File: src/design/ptt_pkg.sv
// ---------------------------------------------------------------------------
// ptt_pkg: shared types and constants of the periodic/one-shot timer table
// Holds the request and result payloads, operation and status codes, the
// controller state encoding and the controller/datapath interface structs.
// ---------------------------------------------------------------------------
`default_nettype none

package ptt_pkg;

  // Fixed field widths of the payloads
  localparam int SLOT_W   = 4;
  localparam int PERIOD_W = 32;
  localparam int TAG_W    = 16;
  localparam int INC_W    = 16;

  // Configuration port
  localparam int                CFG_AW         = 3;
  localparam int                CFG_DW         = 32;
  localparam logic [0:0]        REG_TICK_INC   = 1'b0;
  localparam logic [INC_W-1:0]  TICK_INC_RESET = 16'd100;

  typedef enum logic [1:0] {
    FUNC_ADD  = 2'd0,
    FUNC_DEL  = 2'd1,
    FUNC_TICK = 2'd2
  } func_t;

  typedef enum logic [1:0] {
    TTYPE_RT_ONESHOT    = 2'd0,
    TTYPE_DELAY_ONESHOT = 2'd1,
    TTYPE_PERIODIC      = 2'd2
  } ttype_t;

  typedef enum logic [1:0] {
    KIND_ADD  = 2'd0,
    KIND_DEL  = 2'd1,
    KIND_FIRE = 2'd2
  } kind_t;

  typedef enum logic [1:0] {
    ST_OK        = 2'd0,
    ST_BAD_TYPE  = 2'd1,
    ST_FULL      = 2'd2,
    ST_NOT_FOUND = 2'd3
  } status_t;

  typedef struct packed {
    logic [1:0]          func;
    logic [1:0]          timer_type;
    logic [PERIOD_W-1:0] period;
    logic [SLOT_W-1:0]   handle;
    logic [TAG_W-1:0]    tag;
  } in_req_t;

  typedef struct packed {
    logic [1:0]        kind;
    logic [1:0]        status;
    logic [SLOT_W-1:0] slot;
    logic [1:0]        fired_type;
    logic [TAG_W-1:0]  fired_tag;
    logic              last;
  } out_rsp_t;

  // One timer entry as held in the slot memory
  typedef struct packed {
    logic [1:0]          timer_type;
    logic [PERIOD_W-1:0] period;
    logic [PERIOD_W-1:0] elapsed;
    logic [TAG_W-1:0]    tag;
  } slot_ent_t;

  typedef enum logic [2:0] {
    S_IDLE  = 3'd0,
    S_ADD   = 3'd1,
    S_DEL   = 3'd2,
    S_TICK  = 3'd3,
    S_DRAIN = 3'd4,
    S_FLUSH = 3'd5
  } state_t;

  typedef struct packed {
    logic load;      // latch request, clear scan counters
    logic add_step;  // advance free-slot search
    logic add_ok;    // store timer at search index, answer ok
    logic add_bad;   // answer invalid type
    logic add_full;  // answer table full
    logic del;       // perform delete and answer
    logic tick_rd;   // issue slot read, advance slot/type counters
    logic flush;     // emit held fire result as the last one
  } ctrl_cmd_t;

  typedef struct packed {
    logic type_bad;
    logic cur_free;
    logic idx_last;
    logic pass_last;
  } dp_stat_t;

endpackage

`default_nettype wire

File: src/design/ptt_ram.sv
// ---------------------------------------------------------------------------
// ptt_ram: generic single-write, single-read RAM
// One write port, one read port with registered read data. No reset.
// ---------------------------------------------------------------------------
`default_nettype none

module ptt_ram #(
  parameter int WIDTH = 8,
  parameter int DEPTH = 16
) (
  input  wire logic                     clk,
  input  wire logic                     we,
  input  wire logic [$clog2(DEPTH)-1:0] waddr,
  input  wire logic [WIDTH-1:0]         wdata,
  input  wire logic [$clog2(DEPTH)-1:0] raddr,
  output      logic [WIDTH-1:0]         rdata
);

  logic [WIDTH-1:0] mem_r [DEPTH];

  always_ff @(posedge clk) begin
    if (we) begin
      mem_r[waddr] <= wdata;
    end
    rdata <= mem_r[raddr];
  end

endmodule

`default_nettype wire

File: src/design/ptt_ctrl.sv
// ---------------------------------------------------------------------------
// ptt_ctrl: request sequencer of the timer table
// Decodes each request and steps the datapath through add search, delete,
// or the tick scan over all types and slots.
// ---------------------------------------------------------------------------
`default_nettype none

module ptt_ctrl (
  input  wire logic                clk,
  input  wire logic                rst_n,
  input  wire logic                start,
  input  wire logic [1:0]          in_func,
  input  wire ptt_pkg::dp_stat_t   stat,
  output      logic                busy,
  output      ptt_pkg::ctrl_cmd_t  cmd
);
  import ptt_pkg::*;

  state_t state_r;
  state_t state_nxt;

  always_ff @(posedge clk) begin
    if (!rst_n) begin
      state_r <= S_IDLE;
    end else begin
      state_r <= state_nxt;
    end
  end

  always_comb begin
    state_nxt = state_r;
    cmd       = '0;
    busy      = 1'b1;
    unique case (state_r)
      S_IDLE: begin
        busy = 1'b0;
        if (start) begin
          cmd.load = 1'b1;
          unique case (in_func)
            FUNC_ADD:  state_nxt = S_ADD;
            FUNC_DEL:  state_nxt = S_DEL;
            FUNC_TICK: state_nxt = S_TICK;
            default:   state_nxt = S_IDLE;  // unused code: drop
          endcase
        end
      end
      S_ADD: begin
        if (stat.type_bad) begin
          cmd.add_bad = 1'b1;
          state_nxt   = S_IDLE;
        end else if (stat.cur_free) begin
          cmd.add_ok = 1'b1;
          state_nxt  = S_IDLE;
        end else if (stat.idx_last) begin
          cmd.add_full = 1'b1;
          state_nxt    = S_IDLE;
        end else begin
          cmd.add_step = 1'b1;
        end
      end
      S_DEL: begin
        cmd.del   = 1'b1;
        state_nxt = S_IDLE;
      end
      S_TICK: begin
        cmd.tick_rd = 1'b1;
        if (stat.idx_last && stat.pass_last) begin
          state_nxt = S_DRAIN;
        end
      end
      S_DRAIN: begin
        state_nxt = S_FLUSH;
      end
      S_FLUSH: begin
        cmd.flush = 1'b1;
        state_nxt = S_IDLE;
      end
      default: begin
        state_nxt = S_IDLE;
      end
    endcase
  end

endmodule

`default_nettype wire

File: src/design/ptt_dp.sv
// ---------------------------------------------------------------------------
// ptt_dp: datapath of the timer table
// Valid bits, slot memory, scan counters, saturating count update with
// fire compare, one-deep hold of fire results and the result register.
// ---------------------------------------------------------------------------
`default_nettype none

module ptt_dp #(
  parameter int SLOTS = 16,
  parameter int TYPES = 3
) (
  input  wire logic                clk,
  input  wire logic                rst_n,
  input  wire ptt_pkg::in_req_t    in_req,
  input  wire logic [15:0]         tick_inc,
  input  wire ptt_pkg::ctrl_cmd_t  cmd,
  output      ptt_pkg::dp_stat_t   stat,
  output      logic                out_strobe,
  output      ptt_pkg::out_rsp_t   out_rsp
);
  import ptt_pkg::*;

  localparam int SW = $clog2(SLOTS);
  localparam int TW = $clog2(TYPES);
  localparam int EW = $bits(slot_ent_t);

  in_req_t          req_r;
  logic [SLOTS-1:0] valid_r;
  logic [SLOTS-1:0] valid_nxt;
  logic [SW-1:0]    idx_r;
  logic [SW-1:0]    idx_nxt;
  logic [TW-1:0]    pass_r;
  logic [TW-1:0]    pass_nxt;
  logic             rd_v_r;
  logic [SW-1:0]    idx_d_r;
  logic [TW-1:0]    pass_d_r;
  out_rsp_t         pend_r;
  out_rsp_t         pend_nxt;
  logic             pend_v_r;
  logic             pend_v_nxt;
  out_rsp_t         out_r;
  out_rsp_t         out_nxt;
  logic             out_v_r;
  logic             out_v_nxt;

  logic             ram_we;
  logic [SW-1:0]    ram_waddr;
  slot_ent_t        ram_wdata;
  logic [EW-1:0]    ram_rdata;
  slot_ent_t        ent;

  logic [PERIOD_W:0]   sum;
  logic [PERIOD_W-1:0] sat;
  logic                hit;
  logic                fire;
  logic                one_shot;
  logic [SW-1:0]       hidx;
  logic                del_ok;
  out_rsp_t            fire_rsp;

  ptt_ram #(
    .WIDTH (EW),
    .DEPTH (SLOTS)
  ) u_slot_ram (
    .clk   (clk),
    .we    (ram_we),
    .waddr (ram_waddr),
    .wdata (ram_wdata),
    .raddr (idx_r),
    .rdata (ram_rdata)
  );

  // Status to controller
  always_comb begin
    stat.type_bad  = 32'(req_r.timer_type) >= TYPES;
    stat.cur_free  = !valid_r[idx_r];
    stat.idx_last  = idx_r == SW'(SLOTS - 1);
    stat.pass_last = pass_r == TW'(TYPES - 1);
  end

  // Count update and fire decision for the slot read in the previous cycle
  always_comb begin
    ent      = ram_rdata;
    sum      = {1'b0, ent.elapsed} + {{(PERIOD_W + 1 - INC_W){1'b0}}, tick_inc};
    sat      = sum[PERIOD_W] ? {PERIOD_W{1'b1}} : sum[PERIOD_W-1:0];
    hit      = rd_v_r && valid_r[idx_d_r] && (ent.timer_type == 2'(pass_d_r));
    fire     = hit && (sat >= ent.period);
    one_shot = (ent.timer_type == TTYPE_RT_ONESHOT) ||
               (ent.timer_type == TTYPE_DELAY_ONESHOT);
    hidx     = SW'(req_r.handle);
    del_ok   = (32'(req_r.handle) < SLOTS) && valid_r[hidx];

    fire_rsp            = '0;
    fire_rsp.kind       = KIND_FIRE;
    fire_rsp.status     = ST_OK;
    fire_rsp.slot       = SLOT_W'(idx_d_r);
    fire_rsp.fired_type = ent.timer_type;
    fire_rsp.fired_tag  = ent.tag;
    fire_rsp.last       = 1'b0;
  end

  // Slot memory write: new timer on add, updated count on tick
  always_comb begin
    ram_we    = 1'b0;
    ram_waddr = idx_r;
    ram_wdata = ent;
    if (cmd.add_ok) begin
      ram_we               = 1'b1;
      ram_wdata.timer_type = req_r.timer_type;
      ram_wdata.period     = req_r.period;
      ram_wdata.elapsed    = '0;
      ram_wdata.tag        = req_r.tag;
    end else if (hit) begin
      ram_we            = 1'b1;
      ram_waddr         = idx_d_r;
      ram_wdata.elapsed = fire ? '0 : sat;
    end
  end

  // Valid bits and scan counters
  always_comb begin
    valid_nxt = valid_r;
    if (cmd.add_ok) begin
      valid_nxt[idx_r] = 1'b1;
    end
    if (cmd.del && del_ok) begin
      valid_nxt[hidx] = 1'b0;
    end
    if (fire && one_shot) begin
      valid_nxt[idx_d_r] = 1'b0;
    end

    idx_nxt  = idx_r;
    pass_nxt = pass_r;
    if (cmd.load) begin
      idx_nxt  = '0;
      pass_nxt = '0;
    end else if (cmd.add_step) begin
      idx_nxt = idx_r + SW'(1);
    end else if (cmd.tick_rd) begin
      if (stat.idx_last) begin
        idx_nxt  = '0;
        pass_nxt = pass_r + TW'(1);
      end else begin
        idx_nxt = idx_r + SW'(1);
      end
    end
  end

  // Results: one fire is held back so the final one can carry last
  always_comb begin
    out_nxt    = out_r;
    out_v_nxt  = 1'b0;
    pend_nxt   = pend_r;
    pend_v_nxt = pend_v_r;

    if (cmd.load) begin
      pend_v_nxt = 1'b0;
    end

    if (cmd.add_bad || cmd.add_ok || cmd.add_full || cmd.del) begin
      out_v_nxt = 1'b1;
      out_nxt   = '0;
      out_nxt.last = 1'b1;
      if (cmd.del) begin
        out_nxt.kind   = KIND_DEL;
        out_nxt.status = del_ok ? ST_OK : ST_NOT_FOUND;
        out_nxt.slot   = req_r.handle;
      end else begin
        out_nxt.kind = KIND_ADD;
        if (cmd.add_bad) begin
          out_nxt.status = ST_BAD_TYPE;
        end else if (cmd.add_full) begin
          out_nxt.status = ST_FULL;
        end else begin
          out_nxt.status = ST_OK;
          out_nxt.slot   = SLOT_W'(idx_r);
        end
      end
    end

    if (fire) begin
      if (pend_v_r) begin
        out_nxt   = pend_r;
        out_v_nxt = 1'b1;
      end
      pend_nxt   = fire_rsp;
      pend_v_nxt = 1'b1;
    end

    if (cmd.flush && pend_v_r) begin
      out_nxt      = pend_r;
      out_nxt.last = 1'b1;
      out_v_nxt    = 1'b1;
      pend_v_nxt   = 1'b0;
    end
  end

  always_ff @(posedge clk) begin
    if (!rst_n) begin
      valid_r  <= '0;
      idx_r    <= '0;
      pass_r   <= '0;
      rd_v_r   <= 1'b0;
      pend_v_r <= 1'b0;
      out_v_r  <= 1'b0;
    end else begin
      valid_r  <= valid_nxt;
      idx_r    <= idx_nxt;
      pass_r   <= pass_nxt;
      rd_v_r   <= cmd.tick_rd;
      pend_v_r <= pend_v_nxt;
      out_v_r  <= out_v_nxt;
    end
  end

  always_ff @(posedge clk) begin
    if (cmd.load) begin
      req_r <= in_req;
    end
    idx_d_r  <= idx_r;
    pass_d_r <= pass_r;
    pend_r   <= pend_nxt;
    out_r    <= out_nxt;
  end

  assign out_strobe = out_v_r;
  assign out_rsp    = out_r;

endmodule

`default_nettype wire

File: src/design/periodic_oneshot_timer_table_core.sv
// ---------------------------------------------------------------------------
// periodic_oneshot_timer_table_core: table of one-shot and periodic timers
// Top level: configuration register port, request sequencer and datapath.
// ---------------------------------------------------------------------------
// Usage
//   Request channel: a request is taken at a clock edge with start high and
//   busy low. in_req.func selects add (store a timer in the lowest free slot),
//   delete (free in_req.handle) or tick (advance every timer). An unused func
//   code is taken and dropped with no result.
//   Result channel: every result is shown on out_rsp for exactly one cycle
//   with out_strobe high; the receiver cannot hold results off. last marks
//   the final result of a request. A tick in which no timer fires gives none.
//   Operation
//     add    : free slots are searched one per cycle, valid bits read at the
//              search index.
//     tick   : the slot memory is read one slot per cycle, once per timer
//              type, so timers fire in type order and then slot order; a
//              fire result leaves one fire later, or at the end of the scan
//              as the last result.
//   Configuration: tick_increment at byte address 0 on the APB-style port.
//   Write it only while busy is low; the block itself does not enforce this.
//   Reset: value 100, every slot freed at once, ready the cycle after release.
// ---------------------------------------------------------------------------
`default_nettype none

module periodic_oneshot_timer_table_core #(
  parameter int SLOTS = 16,
  parameter int TYPES = 3
) (
  input  wire logic                         clk,
  input  wire logic                         rst_n,
  // request channel
  input  wire logic                         start,
  output      logic                         busy,
  input  wire ptt_pkg::in_req_t             in_req,
  // result channel
  output      logic                         out_strobe,
  output      ptt_pkg::out_rsp_t            out_rsp,
  // configuration port
  input  wire logic                         psel,
  input  wire logic                         penable,
  input  wire logic                         pwrite,
  input  wire logic [ptt_pkg::CFG_AW-1:0]   paddr,
  input  wire logic [ptt_pkg::CFG_DW-1:0]   pwdata,
  output      logic [ptt_pkg::CFG_DW-1:0]   prdata,
  output      logic                         pready
);
  import ptt_pkg::*;

  logic [INC_W-1:0] tick_inc_r;
  logic [INC_W-1:0] tick_inc_nxt;
  logic             reg_sel;
  logic             cfg_wr;
  ctrl_cmd_t        cmd;
  dp_stat_t         stat;

  // Register decode by word index; byte offset bits are ignored
  assign pready  = 1'b1;
  assign reg_sel = paddr[2] == REG_TICK_INC;
  assign cfg_wr  = psel && penable && pwrite && pready;

  always_comb begin
    tick_inc_nxt = tick_inc_r;
    if (cfg_wr && reg_sel) begin
      tick_inc_nxt = pwdata[INC_W-1:0];
    end
  end

  always_ff @(posedge clk) begin
    if (!rst_n) begin
      tick_inc_r <= TICK_INC_RESET;
    end else begin
      tick_inc_r <= tick_inc_nxt;
    end
  end

  // Read back the increment; other word addresses read as zero
  assign prdata = reg_sel ? CFG_DW'(tick_inc_r) : '0;

  // Sequencer: decodes requests and steps the datapath
  ptt_ctrl u_ctrl (
    .clk     (clk),
    .rst_n   (rst_n),
    .start   (start),
    .in_func (in_req.func),
    .stat    (stat),
    .busy    (busy),
    .cmd     (cmd)
  );

  // Datapath: slot storage, count update, result register
  ptt_dp #(
    .SLOTS (SLOTS),
    .TYPES (TYPES)
  ) u_dp (
    .clk        (clk),
    .rst_n      (rst_n),
    .in_req     (in_req),
    .tick_inc   (tick_inc_r),
    .cmd        (cmd),
    .stat       (stat),
    .out_strobe (out_strobe),
    .out_rsp    (out_rsp)
  );

endmodule

`default_nettype wire

File: config.mk
export PLATFORM = sky130hd
export DESIGN_NAME = periodic_oneshot_timer_table_core
export DESIGN_NICKNAME = d
export VERILOG_FILES = /design/src/design/ptt_pkg.sv /design/src/design/ptt_ram.sv /design/src/design/ptt_ctrl.sv /design/src/design/ptt_dp.sv /design/src/design/periodic_oneshot_timer_table_core.sv
export SDC_FILE = /design/constraint.sdc
export NUM_CORES = 2
export LEC_CHECK = 0
export ABC_AREA = 1
export BUFFER_PORTS_ARGS = -buffer_cell sky130_fd_sc_hd__buf_2
export CAP_MARGIN = 20
export CORE_ASPECT_RATIO = 1.4
export CORE_MARGIN = 4
export CORE_UTILIZATION = 62
export CTS_CLUSTER_DIAMETER = 200
export CTS_CLUSTER_SIZE = 30
export DETAILED_ROUTE_END_ITERATION = 8
export PLACE_DENSITY = 0.79
export REMOVE_ABC_BUFFERS = 1
export SYNTH_ARGS = -nofsm -noshare
export SYNTH_HDL_FRONTEND = slang
export SYNTH_SLANG_ARGS = --single-unit
File: constraint.sdc
create_clock -name clk -period 6.3 [get_ports clk]
set_clock_uncertainty 0.1 [all_clocks]
set_input_delay 0 -clock clk [delete_from_list [all_inputs] [get_ports clk]]
set_output_delay 0 -clock clk [all_outputs]
set_load 0.005 [all_outputs]
; ---- Word-level counts from Yosys, hierarchy flattened
; Memories as Yosys holds them, arrays and structs flattened. A register that Yosys moved wholly into a read port is not among the register bits.
; Cells that the tools add are included.
[op_classes]
magnitude_cmp = 8
muxes = 69
n_addsub = 3
n_eq_ne = 14
bitwise = 8
n_reduce_logical = 26
[op_table]
columns = op, n
row1 = 32-bit two-way mux, 4
row2 = 27-bit two-way mux, 3
row3 = 16-bit two-way mux, 5
row4 = 34-bit two-way mux, 1
row5 = 32-bit by 16-bit adder with 33-bit output, 1
row6 = 16-bit AND, 2
row7 = 32-bit greater-or-equal comparator, 1
row8 = 4-bit two-way mux, 8
row9 = 16-bit NOT, 2
row10 = 1-bit two-way mux, 29
row11 = 23-bit two-way mux, 1
row12 = 16-bit OR, 1
row13 = 4-bit by 5-bit less-than comparator with 1-bit output (second input constant), 3
row14 = 3-bit two-way mux, 5
row15 = 1-bit logical AND, 13
row16 = 1-bit binary-select mux with 4-bit select, 3
row17 = 1-bit demux with 4-bit select, 3
row18 = 4-bit by 1-bit greater-or-equal comparator with 1-bit output (second input constant), 3
row19 = 3-bit one-hot mux with 4 select lines, 1
row20 = 2-bit two-way mux, 4
row21 = 7-bit two-way mux, 1
row22 = 3-bit by 2-bit == test with 1-bit output (second input constant), 2
row23 = 3-bit == test (second input constant), 2
row24 = 2-bit one-hot mux with 3 select lines, 1
row25 = 18 further kinds, 29
[word_totals]
ramBits = 1312
memories = 1
elab_cells = 152
reg_bits = 153
[memory_table]
columns = name, words, width, read_ports, rd_clocked_by_memory_dff, wr, line_no
row1 = u_dp.u_slot_ram.mem_r, 16, 82, 1, 1, 1, ptt_ram.sv:19  ; logic [WIDTH-1:0] mem_r [DEPTH];

; ---- Depth between registers and ports, before layout
[depth]
depth_word = 12
ltp_mapped = 30
mapped_depth_nobuf = 28

; ---- Hierarchy
; Synthesis repeated with hierarchy kept, for this count alone.
[unflattened]
hier_cells = 7048
hier_area_um2 = 69022.4
[by_module_without_submodules]
columns = module, instances, cells_per_inst, area_per_inst_um2
row1 = ptt_ram, 1, 5386, 58083.2
row2 = ptt_dp, 1, 1455, 9589.2
row3 = periodic_oneshot_timer_table_core, 1, 156, 1026.0
row4 = ptt_ctrl, 1, 51, 324.1

; ---- Worst setup path before layout
; OpenSTA, ideal clock, no wires.
[synth_timing]
path_type = register to register
startpoint = register u_dp.idx_r[0]
endpoint = memory u_dp.u_slot_ram.mem_r[11][0] in the netlist's numbering, enable pin
synth_period_minus_slack_ps = 5685
stages_incl_launch_ff = 10
arrival_time_ps = 5062
path_slack_ps = 615
path_buffers = 5
required_time_ps = 5677
setup_time_ps = 523
cell_sequence = dfxtp_1 buf_4 buf_2 buf_2 clkbuf_1 buf_2 nand2_1 nand2_1 nand3_2 nor2_1
[synth_between]
elab_chain_cells = 8
elab_cells_between_ends = 10
cone_classes = 10 x mux
[synth_rtl]
columns = item, line_no
row1 = "start, declared", ptt_dp.sv:30  ; logic [SW-1:0] idx_r;
row2 = "start signal, assigned", ptt_dp.sv:209  ; idx_r <= idx_nxt;
row3 = 1-bit binary-select mux with 4-bit select, ptt_dp.sv:76  ; stat.cur_free = !valid_r[idx_r];
row4 = 1-bit two-way mux (not written as such), ptt_dp.sv:76
row5 = 1-bit two-way mux, ptt_ctrl.sv:51  ; end else if (stat.cur_free) begin
row6 = 2-bit two-way mux, ptt_ctrl.sv:48  ; if (stat.type_bad) begin
row7 = 4-bit two-way mux, ptt_ctrl.sv:34  ; unique case (state_r)
row8 = 1-bit two-way mux, ptt_dp.sv:107  ; if (cmd.add_ok) begin
row9 = 1-bit two-way mux, ptt_ram.sv:22  ; if (we) begin
row10 = 1-bit two-way mux (not written as such), ptt_ram.sv:23  ; mem_r[waddr] <= wdata;
row11 = "end, declared", ptt_ram.sv:19
; Parallel ways exist; a longest one is shown, timed or not. The select of a mux whose other input is x is not followed.

==> metrics.txt <==
required time of the critical path 6.55 ns; synthesized flop and latch total 1547; PwrDens 264.9 nW/um^2; Max Fclk 184.2 MHz; Die X 274.5 um; Worst Max-Slew Pin Slew 1.125 ns; clock root cell clkbuf_16; count leader, synth edfxtp_1; via count 41.43k; TritonCTS buffer count 57; TritonCTS clock tree yes; Seq/Total Area, Yosys 0.7276; Design Power 17.69 mW; Mapped Cells 5170; I/O Buffers 123; setup slack, reg-to-reg 0.87 ns; syn_area_per_cell 11.93 um^2; HP Class primary input to register; Yosys cell types 41; largest area contributor in the netlist edfxtp_1; Initial DRT Pass Iterations 6; Leakage 22.99 nW; setup_tns 0 ns; Post-synth top flop edfxtp_1; hpwl dp 81.95 mm; ys async rst share 0; crit-path max FO 32; final hold violation count 0; end point of the critical path u_dp.u_slot_ram.mem_r[0][43]; Peak supply drop 0.2288 mV; WL final 157.3 mm; # IOs 159; Ys Warns 0; vias in the first global route 39.79k; Die Area 104600 um^2; min Tclk post-route 5.430 ns; Post-CTS Resized 0; routed vias/inst 6.250; largest net degree at the start of global routing 195; clock buffer depth 3; CP Launch Type register; # setup viols final 0; grt ovf 0; CP Class register to register; placer congestion estimate 0.9411; Post-DRT Antenna Nets 0; Layout area overhead 8.289%; top cells by area, synth edfxtp_1, o21ai_0, dfxtp_1; Tot GR Track Use 0.2938; WL per Instance 23.72 um; initial antenna violation count 1; CTS H-Tree Depth 2; R2R Path End u_dp.u_slot_ram.mem_r[0][43]; core area 98520 um^2; Die Height 381.1 um; final setup margin 0.8703 ns; Initial Util 0.6258; Worst Setup SP tick_inc_r[0]; Final Cycle Share 0.8619; RSZ-0062 raised after global routing no; R2R cell count 23; total of max-cap violations 0; Place WS 1.006 ns; Crit. End Element register; DRC errors left 0; worst skew pair latency 0.70 ns; cell row count 136; number of synthesized flops with an enable pin 1388; relative slew slack 0.2502; Clock Sink Count 1547; status finished clean; max-slew violation count 0; DRT iter0 DRCs 5376; Final #Nets 5426; commonest cells in the synthesized netlist edfxtp_1, nand2_1, nor2_1; WHS 0.2187 ns; FF+latch area 44870 um^2; worst path arrival time 5.68 ns; # fillers 6762; Worst R2R Start tick_inc_r[0]; placed inst area 63650 um^2; Worst-path clk slew 0.11 ns; post-synth top area share 0.6760; multi-input combinational cell area 14920 um^2; Post-Syn Area 61660 um^2; post-route cell area 66770 um^2; share of post-route cells with drive strength above 1 0.05849; global-route wire length before repair 232.8 mm
-- final cells by class --
| cell class | count | share of cell area |
|---|---|---|
| repair buffers | 344 | 0.04370 |
| inverters | 200 | 0.01154 |
| clock buffers | 102 | 0.02421 |
| clock inverters | 2 | 0.0004872 |
| multi-input cells | 3122 | 0.2235 |
| diodes | 1 | 0.00003748 |
| well taps | 1311 | 0.02457 |
| flip-flops and latches | 1547 | 0.6720 |
-- stage by stage --
stage,util,instances
2_1_floorplan,-,4869
3_3_place_gp,0.6460,6377
3_5_place_dp,0.6460,6377
4_1_cts,0.6777,6628
5_1_grt,0.6777,6628
6_report,0.6777,6629
-- cells in the final DEF (no fill, tap or decap), types with 66 or more instances in the layout --
cell / synthesis / final
o21ai_1: 66 / 66
o21ai_0: 713 / 713
nand3_1: 95 / 95
o22ai_1: 329 / 329
dlygate4sd3_1: 0 / 147
buf_2: 53 / 123
edfxtp_1: 1388 / 1388
nor2_1: 778 / 759
nand2_1: 829 / 829
dfxtp_1: 159 / 157
nand4_1: 100 / 100
inv_1: 193 / 192
-- critical path, cell delays in order, from the launching register on --
cell and delay, ns:
dfxtp_1 0.33, ha_1 0.22, fa_1 0.41, nand3_1 0.11, nand3_1 0.16, nand2_1 0.10
nand2_1 0.08, inv_1 0.11, o21ai_1 0.11, nand2_1 0.08, o21ai_1 0.12, nand2_1 0.38
nand3_1 0.19, ha_1 0.34, a21oi_1 0.19, o21ai_0 0.11, nand2_1 0.07, nand2_1 0.07
a21oi_1 0.20, nand3_1 0.33, nor2_2 0.19, buf_4 0.40, nand2_1 0.09, o21ai_1 0.58
-- state kept, by name (all words and copies together) (netlist names) --
signal                 flops
tick_inc_r                16
u_ctrl.state_r             3
u_dp.hidx                  4
u_dp.idx_d_r               4
u_dp.idx_r                 4
u_dp.out_rsp              27
u_dp.out_strobe            1
u_dp.pass_d_r              2
u_dp.pass_r                2
u_dp.pend_r               22
u_dp.pend_v_r              1
u_dp.rd_v_r                1
u_dp.req_r                50
u_dp.u_slot_ram.mem_r   1312
u_dp.u_slot_ram.rdata     82
u_dp.valid_r              16
-- layer usage --
layer / up-vias / GRT usage / wire, um
met3: 418 / 0.03855 / 14460
met1: 20000 / 0.3737 / 56140
met2: 2400 / 0.5029 / 78750
met4: 0 / 0.1386 / 7903
met5: - / 0 / 0
li1: 18610 / - / -
-- cells by family after synthesis --
logic type,Yosys count,synth area share
xor+xnor,11,0.001563
fa+ha+maj,57,0.01169
simple gates,1849,0.1209
other cells,2,0.0001218
flops,1547,0.7276
compound gates,1188,0.1043
buf+inv,516,0.03383
-- how the worst min path moves through the flow --
stage	start	endpoint	slack, ns	cells past startpoint
3_5_place_dp	in_req[32]	u_dp.req_r[32]	0.08	1
4_1_cts	pwdata[9]	tick_inc_r[9]	0.18	4
5_1_grt	pwdata[9]	tick_inc_r[9]	0.22	4
6_report	pwdata[10]	tick_inc_r[10]	0.22	4
3_3_place_gp	in_req[21]	u_dp.req_r[21]	0.08	1
2_1_floorplan	paddr[2]	prdata[0]	-0.07	1
-- where the power goes --
part	internal [mW]	leakage [nW]	switching, mW
logic	0.369	8.34	0.991
registers	11.6	13.9	0.0787
clock network	1.77	0.780	2.88
total	13.7	23.0	3.95
-- timing repair --
item,in CTS,in global routing
hold buffers,147,0
buffers inserted,0,0
hold endpoints to repair,100,0
Note: power is estimated with default switching activity, not from simulation.
